<file path="config.mk">
export PLATFORM = sky130hd
export DESIGN_NAME = utf8_validate_count
export DESIGN_NICKNAME = d
export VERILOG_FILES = /design/src/rtl/utf8vc_pkg.sv /design/src/rtl/utf8vc_decode.sv /design/src/rtl/utf8_validate_count.sv
export SDC_FILE = /design/constraint.sdc
export NUM_CORES = 1
export LEC_CHECK = 0
export ABC_AREA = 1
export BUFFER_PORTS_ARGS = -buffer_cell sky130_fd_sc_hd__buf_2
export CORE_AREA = 2 2 86 88
export DETAILED_ROUTE_END_ITERATION = 8
export DIE_AREA = 0 0 88 90
export PLACE_DENSITY = 0.75
export RECOVER_POWER = 25
export SYNTH_ARGS = -nofsm -noshare
export SYNTH_HDL_FRONTEND = slang
export SYNTH_SLANG_ARGS = --single-unit
</file>
<file path="constraint.sdc">
create_clock -name clk -period 2.22 [get_ports clk]
set_clock_uncertainty 0.2 [all_clocks]
set_input_delay 0.444 -clock clk [delete_from_list [all_inputs] [get_ports clk]]
set_output_delay 0.444 -clock clk [all_outputs]
set_load 0.005 [all_outputs]
</file>
<file path="src/rtl/utf8vc_pkg.sv">
// Package for the UTF-8 validator and code point counter.
// Holds widths, byte-class constants, the result type and the scalar check.
// No dependencies.
package utf8vc_pkg;

	localparam int COUNT_BITS = 16;
	localparam int OUT_BITS   = 16;
	localparam int CP_BITS    = 21;

	localparam logic [COUNT_BITS-1:0] COUNT_MAX = {COUNT_BITS{1'b1}};
	localparam logic [OUT_BITS-1:0]   OUT_MAX   = {OUT_BITS{1'b1}};

	// Lead byte classes: mask and match pattern
	localparam logic [7:0] MASK_2 = 8'hE0;
	localparam logic [7:0] LEAD_2 = 8'hC0;
	localparam logic [7:0] MASK_3 = 8'hF0;
	localparam logic [7:0] LEAD_3 = 8'hE0;
	localparam logic [7:0] MASK_4 = 8'hF8;
	localparam logic [7:0] LEAD_4 = 8'hF0;
	localparam logic [7:0] MASK_C = 8'hC0;
	localparam logic [7:0] CONT   = 8'h80;

	// Sequence widths in bytes
	localparam logic [2:0] SEQ_NONE = 3'd0;
	localparam logic [2:0] SEQ_W2   = 3'd2;
	localparam logic [2:0] SEQ_W3   = 3'd3;
	localparam logic [2:0] SEQ_W4   = 3'd4;

	localparam logic [CP_BITS-1:0] CP_MIN_W2    = 21'h00080;
	localparam logic [CP_BITS-1:0] CP_MIN_W3    = 21'h00800;
	localparam logic [CP_BITS-1:0] CP_MIN_W4    = 21'h10000;
	localparam logic [CP_BITS-1:0] CP_MAX       = 21'h10FFFF;
	localparam logic [CP_BITS-1:0] SURR_LO      = 21'h0D800;
	localparam logic [CP_BITS-1:0] SURR_HI      = 21'h0DFFF;
	localparam logic [CP_BITS-1:0] BIDI_EMB_LO  = 21'h0202A;
	localparam logic [CP_BITS-1:0] BIDI_EMB_HI  = 21'h0202E;
	localparam logic [CP_BITS-1:0] BIDI_ISO_LO  = 21'h02066;
	localparam logic [CP_BITS-1:0] BIDI_ISO_HI  = 21'h02069;

	typedef struct packed {
		logic                ok;
		logic [OUT_BITS-1:0] count;
	} result_t;

	// A completed scalar is refused if overlong, out of range, a surrogate
	// or a bidirectional control character.
	function automatic logic cp_acceptable(input logic [CP_BITS-1:0] cp,
		input logic [2:0] width);
		logic bad;
		bad = ((width == SEQ_W2) && (cp < CP_MIN_W2))
			|| ((width == SEQ_W3) && (cp < CP_MIN_W3))
			|| ((width == SEQ_W4) && (cp < CP_MIN_W4))
			|| (cp > CP_MAX)
			|| ((cp >= SURR_LO) && (cp <= SURR_HI))
			|| ((cp >= BIDI_EMB_LO) && (cp <= BIDI_EMB_HI))
			|| ((cp >= BIDI_ISO_LO) && (cp <= BIDI_ISO_HI));
		return !bad;
	endfunction

endpackage

</file>
<file path="src/rtl/utf8vc_decode.sv">
// Decoder state and next-state logic: one byte per step, result on the final byte.
// Depends on utf8vc_pkg.
module utf8vc_decode (
	input  logic                     clk,
	input  logic                     arst_n,
	input  logic                     step,
	input  logic [7:0]               text_byte,
	input  logic                     end_of_string,
	output utf8vc_pkg::result_t      result
);

	logic                               error_q, error_d;
	logic [1:0]                         expect_q, expect_d;
	logic [2:0]                         width_q, width_d;
	logic [utf8vc_pkg::CP_BITS-1:0]     cp_q, cp_d;
	logic [utf8vc_pkg::COUNT_BITS-1:0]  count_q, count_d;
	logic [utf8vc_pkg::CP_BITS-1:0]     cp_next;
	logic                               accept;
	logic [32:0]                        count_ext;

	assign cp_next = {cp_q[utf8vc_pkg::CP_BITS-7:0], text_byte[5:0]};

	always_comb begin
		error_d  = error_q;
		expect_d = expect_q;
		width_d  = width_q;
		cp_d     = cp_q;
		accept   = 1'b0;
		if (!error_q) begin
			if (expect_q == 2'd0) begin
				if (!text_byte[7]) begin
					accept = 1'b1;
				end else if ((text_byte & utf8vc_pkg::MASK_2) == utf8vc_pkg::LEAD_2) begin
					cp_d     = utf8vc_pkg::CP_BITS'(text_byte[4:0]);
					width_d  = utf8vc_pkg::SEQ_W2;
					expect_d = 2'd1;
				end else if ((text_byte & utf8vc_pkg::MASK_3) == utf8vc_pkg::LEAD_3) begin
					cp_d     = utf8vc_pkg::CP_BITS'(text_byte[3:0]);
					width_d  = utf8vc_pkg::SEQ_W3;
					expect_d = 2'd2;
				end else if ((text_byte & utf8vc_pkg::MASK_4) == utf8vc_pkg::LEAD_4) begin
					cp_d     = utf8vc_pkg::CP_BITS'(text_byte[2:0]);
					width_d  = utf8vc_pkg::SEQ_W4;
					expect_d = 2'd3;
				end else begin
					error_d = 1'b1;
				end
			end else if ((text_byte & utf8vc_pkg::MASK_C) != utf8vc_pkg::CONT) begin
				error_d = 1'b1;
			end else begin
				cp_d     = cp_next;
				expect_d = expect_q - 2'd1;
				if (expect_q == 2'd1) begin
					if (utf8vc_pkg::cp_acceptable(cp_next, width_q)) begin
						accept = 1'b1;
					end else begin
						error_d = 1'b1;
					end
					cp_d    = '0;
					width_d = utf8vc_pkg::SEQ_NONE;
				end
			end
		end
		count_d = count_q;
		if (accept && (count_q != utf8vc_pkg::COUNT_MAX)) begin
			count_d = count_q + 1'b1;
		end
	end

	// The result reflects this byte; a sequence still open at the end fails.
	assign count_ext = 33'(count_d);

	always_comb begin
		result.ok    = !error_d && (expect_d == 2'd0);
		result.count = (count_ext > 33'(utf8vc_pkg::OUT_MAX)) ? utf8vc_pkg::OUT_MAX
			: count_ext[utf8vc_pkg::OUT_BITS-1:0];
	end

	always_ff @(posedge clk or negedge arst_n) begin
		if (!arst_n) begin
			error_q  <= 1'b0;
			expect_q <= 2'd0;
			width_q  <= utf8vc_pkg::SEQ_NONE;
			cp_q     <= '0;
			count_q  <= '0;
		end else if (step) begin
			if (end_of_string) begin
				error_q  <= 1'b0;
				expect_q <= 2'd0;
				width_q  <= utf8vc_pkg::SEQ_NONE;
				cp_q     <= '0;
				count_q  <= '0;
			end else begin
				error_q  <= error_d;
				expect_q <= expect_d;
				width_q  <= width_d;
				cp_q     <= cp_d;
				count_q  <= count_d;
			end
		end
	end

endmodule

</file>
<file path="src/rtl/utf8_validate_count.sv">
// Top level of the UTF-8 validator: input register, decoder, result register.
// Depends on utf8vc_pkg and utf8vc_decode.
//
// Streams a string in one byte per beat, with end_of_string set on the final
// byte, and returns one result per string: string_valid is 1 when the string is
// well-formed UTF-8 with no overlong form, surrogate, value above U+10FFFF or
// bidirectional control character, and codepoint_count holds the code points
// accepted before the end or the first error, saturating at 65535. A byte is
// taken every cycle unless the input stalls; each byte waits in the input
// register, and a final byte's result is registered into the output register
// as that byte leaves the input register. The only stall comes from a result
// that has not been taken while another final byte is waiting behind it.
module utf8_validate_count (
	input  logic                             clk,
	input  logic                             arst_n,
	input  logic                             byte_valid,
	output logic                             byte_ready,
	input  logic [7:0]                       text_byte,
	input  logic                             end_of_string,
	output logic                             result_valid,
	input  logic                             result_ready,
	output logic                             string_valid,
	output logic [utf8vc_pkg::OUT_BITS-1:0]  codepoint_count
);

	logic                valid_s1;
	logic [7:0]          byte_s1;
	logic                eos_s1;
	logic                advance;
	logic                out_free;
	utf8vc_pkg::result_t result_d;
	utf8vc_pkg::result_t result_q;
	logic                out_valid_q;

	// Non-final bytes produce nothing, so only a final byte waits on the output.
	assign out_free   = !out_valid_q || result_ready;
	assign advance    = valid_s1 && (!eos_s1 || out_free);
	assign byte_ready = !valid_s1 || advance;

	always_ff @(posedge clk or negedge arst_n) begin
		if (!arst_n) begin
			valid_s1 <= 1'b0;
		end else if (byte_ready) begin
			valid_s1 <= byte_valid;
		end
	end

	always_ff @(posedge clk) begin
		if (byte_ready && byte_valid) begin
			byte_s1 <= text_byte;
			eos_s1  <= end_of_string;
		end
	end

	utf8vc_decode u_decode (
		.clk           (clk),
		.arst_n        (arst_n),
		.step          (advance),
		.text_byte     (byte_s1),
		.end_of_string (eos_s1),
		.result        (result_d)
	);

	always_ff @(posedge clk or negedge arst_n) begin
		if (!arst_n) begin
			out_valid_q <= 1'b0;
		end else if (advance && eos_s1) begin
			out_valid_q <= 1'b1;
		end else if (result_ready) begin
			out_valid_q <= 1'b0;
		end
	end

	always_ff @(posedge clk) begin
		if (advance && eos_s1) begin
			result_q <= result_d;
		end
	end

	assign result_valid    = out_valid_q;
	assign string_valid    = result_q.ok;
	assign codepoint_count = result_q.count;

endmodule
</file>
Word-level counts from Yosys, hierarchy flattened
Index checks and enable logic that the tools add are counted.

Word-level logic and storage cells: 113. Input port bits: 13. Flip-flop bits (word level): 65.

Mux-type cells: 46. Add/sub/neg operators: 2. $lt $le $gt $ge: 11. Eq/ne operators: 13. Reduce and logical (&&, ||, !) cells: 30.

Operator list (number): 2-to-1 mux 15 bit (9); greater-or-equal comparator 21 x 14 -> 1 bit (second input constant) (2); <= comparator 21 x 14 -> 1 bit (second input constant) (2); 2-to-1 mux 16 bit (2); 2-to-1 mux 3 bit (9); greater-or-equal comparator 21 x 16 -> 1 bit (second input constant) (1); greater-than comparator 21 bit (second input constant) (1); <= comparator 21 x 16 -> 1 bit (second input constant) (1); < comparator 21 x 12 -> 1 bit (second input constant) (1); < comparator 21 x 17 -> 1 bit (second input constant) (1); < comparator 21 x 8 -> 1 bit (second input constant) (1); 2-to-1 mux 1 bit (18); adder 16 x 1 -> 16 bit (second input constant) (1); greater-than comparator 16 bit (second input constant) (1); 2-to-1 mux 2 bit (8); != test 16 bit (second input constant) (1); logical AND 1 bit (11); logical OR 1 bit (9); equality test 3 x 2 -> 1 bit (second input constant) (2); equality test 3 bit (second input constant) (2); AND reduction 6 bit (1); equality test 5 bit (second input constant) (1); != test 5 bit (second input constant) (1); AND reduction 5 bit (1); other kinds (10) (15).

Depth between registers and ports, before layout
Depth after elaboration: 16. Depth in mapped cells: 17. Mapped depth without buffers: 16.

Modules after synthesis
A second synthesis with hierarchy kept.

Cell total of the unflattened synthesis: 444. Area, all modules: 3644.7 um2.

Modules (own cells, without submodules): utf8vc_decode (sequential area each 925.9 um2, instances 1, cells an instance 403, area each 2753.9 um2); utf8_validate_count (sequential area each 830.8 um2, instances 1, cells an instance 41, area each 890.9 um2).

Worst setup path after synthesis
Ideal clock, no wire load.

Path kind: reg-to-reg. From: register u_decode.count_q[0] (netlist name). To: register result_q (netlist bit codepoint_count[1]) (data pin). Setup slack: 33 ps. Data arrival time: 1733 ps. Stages on the path, launching flop included: 13. Cells stage by stage: dfrtp_1 ha_1 nand3_2 nor2_2 nand4_2 nor2_2 nand3_1 clkinv_1 nand2_2 nand3_4 buf_12 nand2_2 and2_1.

Longest elaborated chain between the ends: 4. Elaborated cells between the ends (all ways): 5. Classes of those cells: add/sub (1); order compare (1); eq/ne (1); mux (1); reduce/logical (1).

RTL lines: from (decl) (RTL line utf8vc_decode.sv:16) `logic [utf8vc_pkg::COUNT_BITS-1:0] count_q, count_d;`; from (signal assigned) (RTL line utf8vc_decode.sv:98) `count_q <= count_d;`; branches (longest 2 deep; another with adder 16 x 1 -> 16 bit); 2-to-1 mux 16 bit (*) (RTL line utf8vc_decode.sv:65) `if (accept && (count_q != utf8vc_pkg::COUNT_MAX)) begin`; named net u_decode.count_d (one bit) (RTL line utf8vc_decode.sv:16); greater-than comparator 16 bit (RTL line utf8vc_decode.sv:75) `result.count = (count_ext > 33'(utf8vc_pkg::OUT_MAX)) ? utf8vc_pkg::OUT_MAX`; to (signal assigned) (RTL line utf8_validate_count.sv:76) `result_q <= result_d;`; to (decl) (RTL line utf8_validate_count.sv:32) `utf8vc_pkg::result_t result_q;`.

Mark *: on every way through the listed nets, which the timed path passes. A chain may end at the register's enable or synchronous reset.

Worst setup path after layout
From: register u_decode.cp_q[3] (netlist name). To: register result_q (netlist bit codepoint_count[0]) (data pin).

Longest elaborated chain between the ends: 16. Elaborated cells between the ends (all ways): 30. Classes of those cells: order compare (11); mux (6); reduce/logical (13).

RTL lines: from (decl) (RTL line utf8vc_decode.sv:15) `logic [utf8vc_pkg::CP_BITS-1:0] cp_q, cp_d;`; from (signal assigned) (RTL line utf8vc_decode.sv:97) `cp_q <= cp_d;`; < comparator 21 x 8 -> 1 bit or < comparator 21 x 12 -> 1 bit (tied branches) (RTL line utf8vc_pkg.sv:50, utf8vc_pkg.sv:51); logical AND 1 bit, on equally long branches (RTL line utf8vc_pkg.sv:50, utf8vc_pkg.sv:51); logical OR 1 bit (RTL line utf8vc_pkg.sv:51) `|| ((width == SEQ_W3) && (cp < CP_MIN_W3))`; logical OR 1 bit (RTL line utf8vc_pkg.sv:52) `|| ((width == SEQ_W4) && (cp < CP_MIN_W4))`; logical OR 1 bit (RTL line utf8vc_pkg.sv:53) `|| (cp > CP_MAX)`; logical OR 1 bit (RTL line utf8vc_pkg.sv:54) `|| ((cp >= SURR_LO) && (cp <= SURR_HI))`; logical OR 1 bit (RTL line utf8vc_pkg.sv:55) `|| ((cp >= BIDI_EMB_LO) && (cp <= BIDI_EMB_HI))`; logical OR 1 bit (*) (RTL line utf8vc_pkg.sv:56) `|| ((cp >= BIDI_ISO_LO) && (cp <= BIDI_ISO_HI));`; 2-to-1 mux 1 bit (*) (RTL line utf8vc_decode.sv:54) `if (utf8vc_pkg::cp_acceptable(cp_next, width_q)) begin`; 2-to-1 mux 1 bit (*) (RTL line utf8vc_decode.sv:53) `if (expect_q == 2'd1) begin`; 2-to-1 mux 1 bit (*) (RTL line utf8vc_decode.sv:48) `end else if ((text_byte & utf8vc_pkg::MASK_C) != utf8vc_pkg::CONT) begin`; 2-to-1 mux 1 bit (*) (RTL line utf8vc_decode.sv:30) `if (expect_q == 2'd0) begin`; 2-to-1 mux 1 bit (*) (RTL line utf8vc_decode.sv:29) `if (!error_q) begin`; logical AND 1 bit (*) (RTL line utf8vc_decode.sv:65); 2-to-1 mux 16 bit (*) (RTL line utf8vc_decode.sv:65); named net u_decode.count_d (one bit) (RTL line utf8vc_decode.sv:16); greater-than comparator 16 bit (RTL line utf8vc_decode.sv:75).

The timed path passes the listed nets; every way through them passes the cells marked *.

==> flow_summary.ini <==
[clock_network]
cts_tree = built
clockBufferDepth = 2
cts_root_buf = clkbuf_8
htree_levels = 3
cts_num_sinks = 65
clk_pin_slew_ns = 0.07
cts_buffers = 9
clk_latency_ns = 0.34

[placed_design]
gp_congestion = 0.9630
place.port_buffers = 31
dpl_cell_area_um2 = 4212
place_ws_ns = -0.04103
dpl.cell_count = 591
hpwlAfterDp_mm = 5.782

[min_path]
hold_depth = 1
min_from = text_byte[7]
hp-class = input pin to register
holdPathEnd = byte_s1[7]$_DFFE_PP_

[finish]
fin_util = 0.6510
final_area_um2 = 4571
stdcell_count = 614
antennaDiodeCount = 0
design.final.nets = 526
drive_gt1_frac = 0.2874
area_delta_synth_final_pct = 23.25

[critical_path]
crit_chain = nor2_2 > nand2_1 > nor2_2 > nand3_1 > nand2_1 > nand2_1 > nor2_1 > nor2_2 > nand3_2 > nand2_4 > nand3_4 > buf_12 > nand2_4 > and2_1
worstPathArrival_ns = 2.15
timing.rr.end = codepoint_count[0]$_DFFE_PP_
required_ns = 2.11
r2r_setup_slack_ns = -0.04
path_class = register to register
cp_slowest_stage_delay_ns = 0.42
rr_startpoint = u_decode.cp_q[3]$_DFFE_PN0P_
slowest_stage = dfrtp_1
worstPathMaxFanout = 3
cp-end-kind = register
setup.worst_path.start = u_decode.cp_q[3]$_DFFE_PN0P_
worst_setup_path_start_kind = register
ff2ff_path_depth = 14

[route]
route.vias.total = 3167
post-route-drc-count = 0
wl_per_cell_um = 13.49
vias_per_cell = 5.158
firstDrtPassIters = 5
drt_iter0_drc = 161
routed_wl_mm = 8.285
drtAntennaViolNets = 0

[die]
num_rows = 31
core_area_um2 = 7020
fp.dieArea_um2 = 7920
io_pins = 32
start_util = 0.5282
die_x_um = 88
die_h_um = 90

[flow_run]
maxCapViolCount = 0

[yosys]
synth_async_sr_flop_share = 0.6000
ys_seq_area_frac = 0.4737
syn-cell-area_um2 = 3709
synthFlopType = dfrtp_1
synth_edf_count = 26
synth_cells = 443
syn_nets = 459
syn_avg_cell_area_um2 = 8.371
synthDistinctLibCells = 39
yosys_warnings = 0
ys_ff_latch = 65

[sta]
final_max_slew_viol_count = 0
worst_slack_ns = -0.03671
fin_crit_ns = 2.257
relSlewSlack = 0.2887
period_share = 1.017
worstMarginPinSlew_ns = 1.067
clock.fmax_mhz = 443.1
hold_slack_ns = 0.07552
tns_ns = -0.1388
finalSetupViolations = 4
finalHoldViolCount = 0
rsz0062_at_grt = true

[grt]
grt_pass1_vias = 3031
grt_max_degree = 31
grt-ovfl-total = 0
grt_pass1_wl_mm = 13.99
grt_use_total = 0.2240
grt_antenna_before_repair = 0

[pwr]
finalPower_mw = 5.046
leakagePower_nw = 2.168
peakVddDrop_v = 0.0006199
power_density_nw_per_um2 = 1104

[run_status]
status = finished with violations
violations = setup timing
Yosys cell counts, types with 3 or more instances:
cell	count	area [um2]
o21ai_0	10	50.05
nor2_1	46	172.7
clkinv_1	3	11.26
edfxtp_1	26	780.8
buf_2	3	15.01
nor3_1	8	40.04
nand4_1	23	143.9
ha_1	3	37.54
nand2_2	14	87.58
nand2_4	15	168.9
a21oi_1	15	75.07
nand3_1	28	140.1
and2_1	4	25.02
clkbuf_1	5	18.77
inv_1	52	195.2
xor2_1	11	96.34
nand2_1	101	379.1
nor2_2	7	43.79
dfrtp_1	39	975.9
o22ai_1	4	25.02
cell usage in the layout (no fill, tap or decap), types with 10 or more instances in the layout:
master,Yosys,routed
buf_4,2,27
xor2_1,11,11
nand2_4,15,16
inv_1,52,52
nand2_1,101,88
dfrtp_1,39,36
nand3_1,28,27
nor2_1,46,41
nand2_2,14,26
edfxtp_1,26,26
a21oi_1,15,14
o21ai_0,10,10
nand4_1,23,23
buf_2,3,30
worst max-delay path: cells and delay by family, from the launching register on:
kind | cells | cell delay (ns)
and+or+nand+nor | 13 | 1.25
DFF | 1 | 0.42
buffers and inverters | 1 | 0.13
per-layer routing:
| layer | track usage | share of wire |
|---|---|---|
| met5 | 0 | 0 |
| met4 | 0.08462 | 0.015 |
| met3 | 0.03030 | 0.041 |
| met2 | 0.3295 | 0.45 |
| met1 | 0.3351 | 0.49 |
power breakdown:
group | switching, mW | internal (mW)
logic | 1.29 | 0.984
clock network | 0.451 | 0.620
registers | 0.199 | 1.50
total | 1.94 | 3.11
flip-flops by register name, indices dropped and copies added, names as in the netlist, 2 cells and up:
register and cells:
u_decode.cp_q 15, u_decode.count_q 16, byte_s1 8, u_decode.expect_q 2, codepoint_count 16, u_decode.width_q 3
cell type report:
class | count | area (um2)
timing repair buffer | 67 | 505.5
multi-input combinational | 310 | 1758
clock inverter | 7 | 85.08
clock buffer | 9 | 123.9
inverter | 57 | 214.0
fill | 568 | 2450
tap | 99 | 123.9
sequential | 65 | 1760
worst max-delay path by stage:
stage | end | depth (start not counted) | slack (ns)
floorplan | codepoint_count[1]$_DFFE_PP_ | 12 | 0.03
global placement | codepoint_count[12]$_DFFE_PP_ | 14 | -0.02
detailed placement | codepoint_count[12]$_DFFE_PP_ | 14 | -0.04
CTS | codepoint_count[3]$_DFFE_PP_ | 13 | 0.001
global route | codepoint_count[0]$_DFFE_PP_ | 12 | -0.21
finish | codepoint_count[0]$_DFFE_PP_ | 14 | -0.04
logic make-up after synthesis:
logic type,Yosys count,synth area share
and+or+nand+nor,252,0.3421
buffers and inverters,68,0.07625
DFF,65,0.4737
AOI/OAI and AO/OA,42,0.06714
xor gates and xnor gates,13,0.03070
adders and majority gates,3,0.01012
repair_timing:
action / CTS / global route
resized for setup: 8 / 24
endpoints found under the setup margin: 20 / 51
buffers inserted: 3 / 3
hold endpoints to repair: 17 / 0
hold buffers: 1 / 0
gates cloned: 0 / 0
pin swaps: 0 / 3
(Power assumes the default switching activity.)
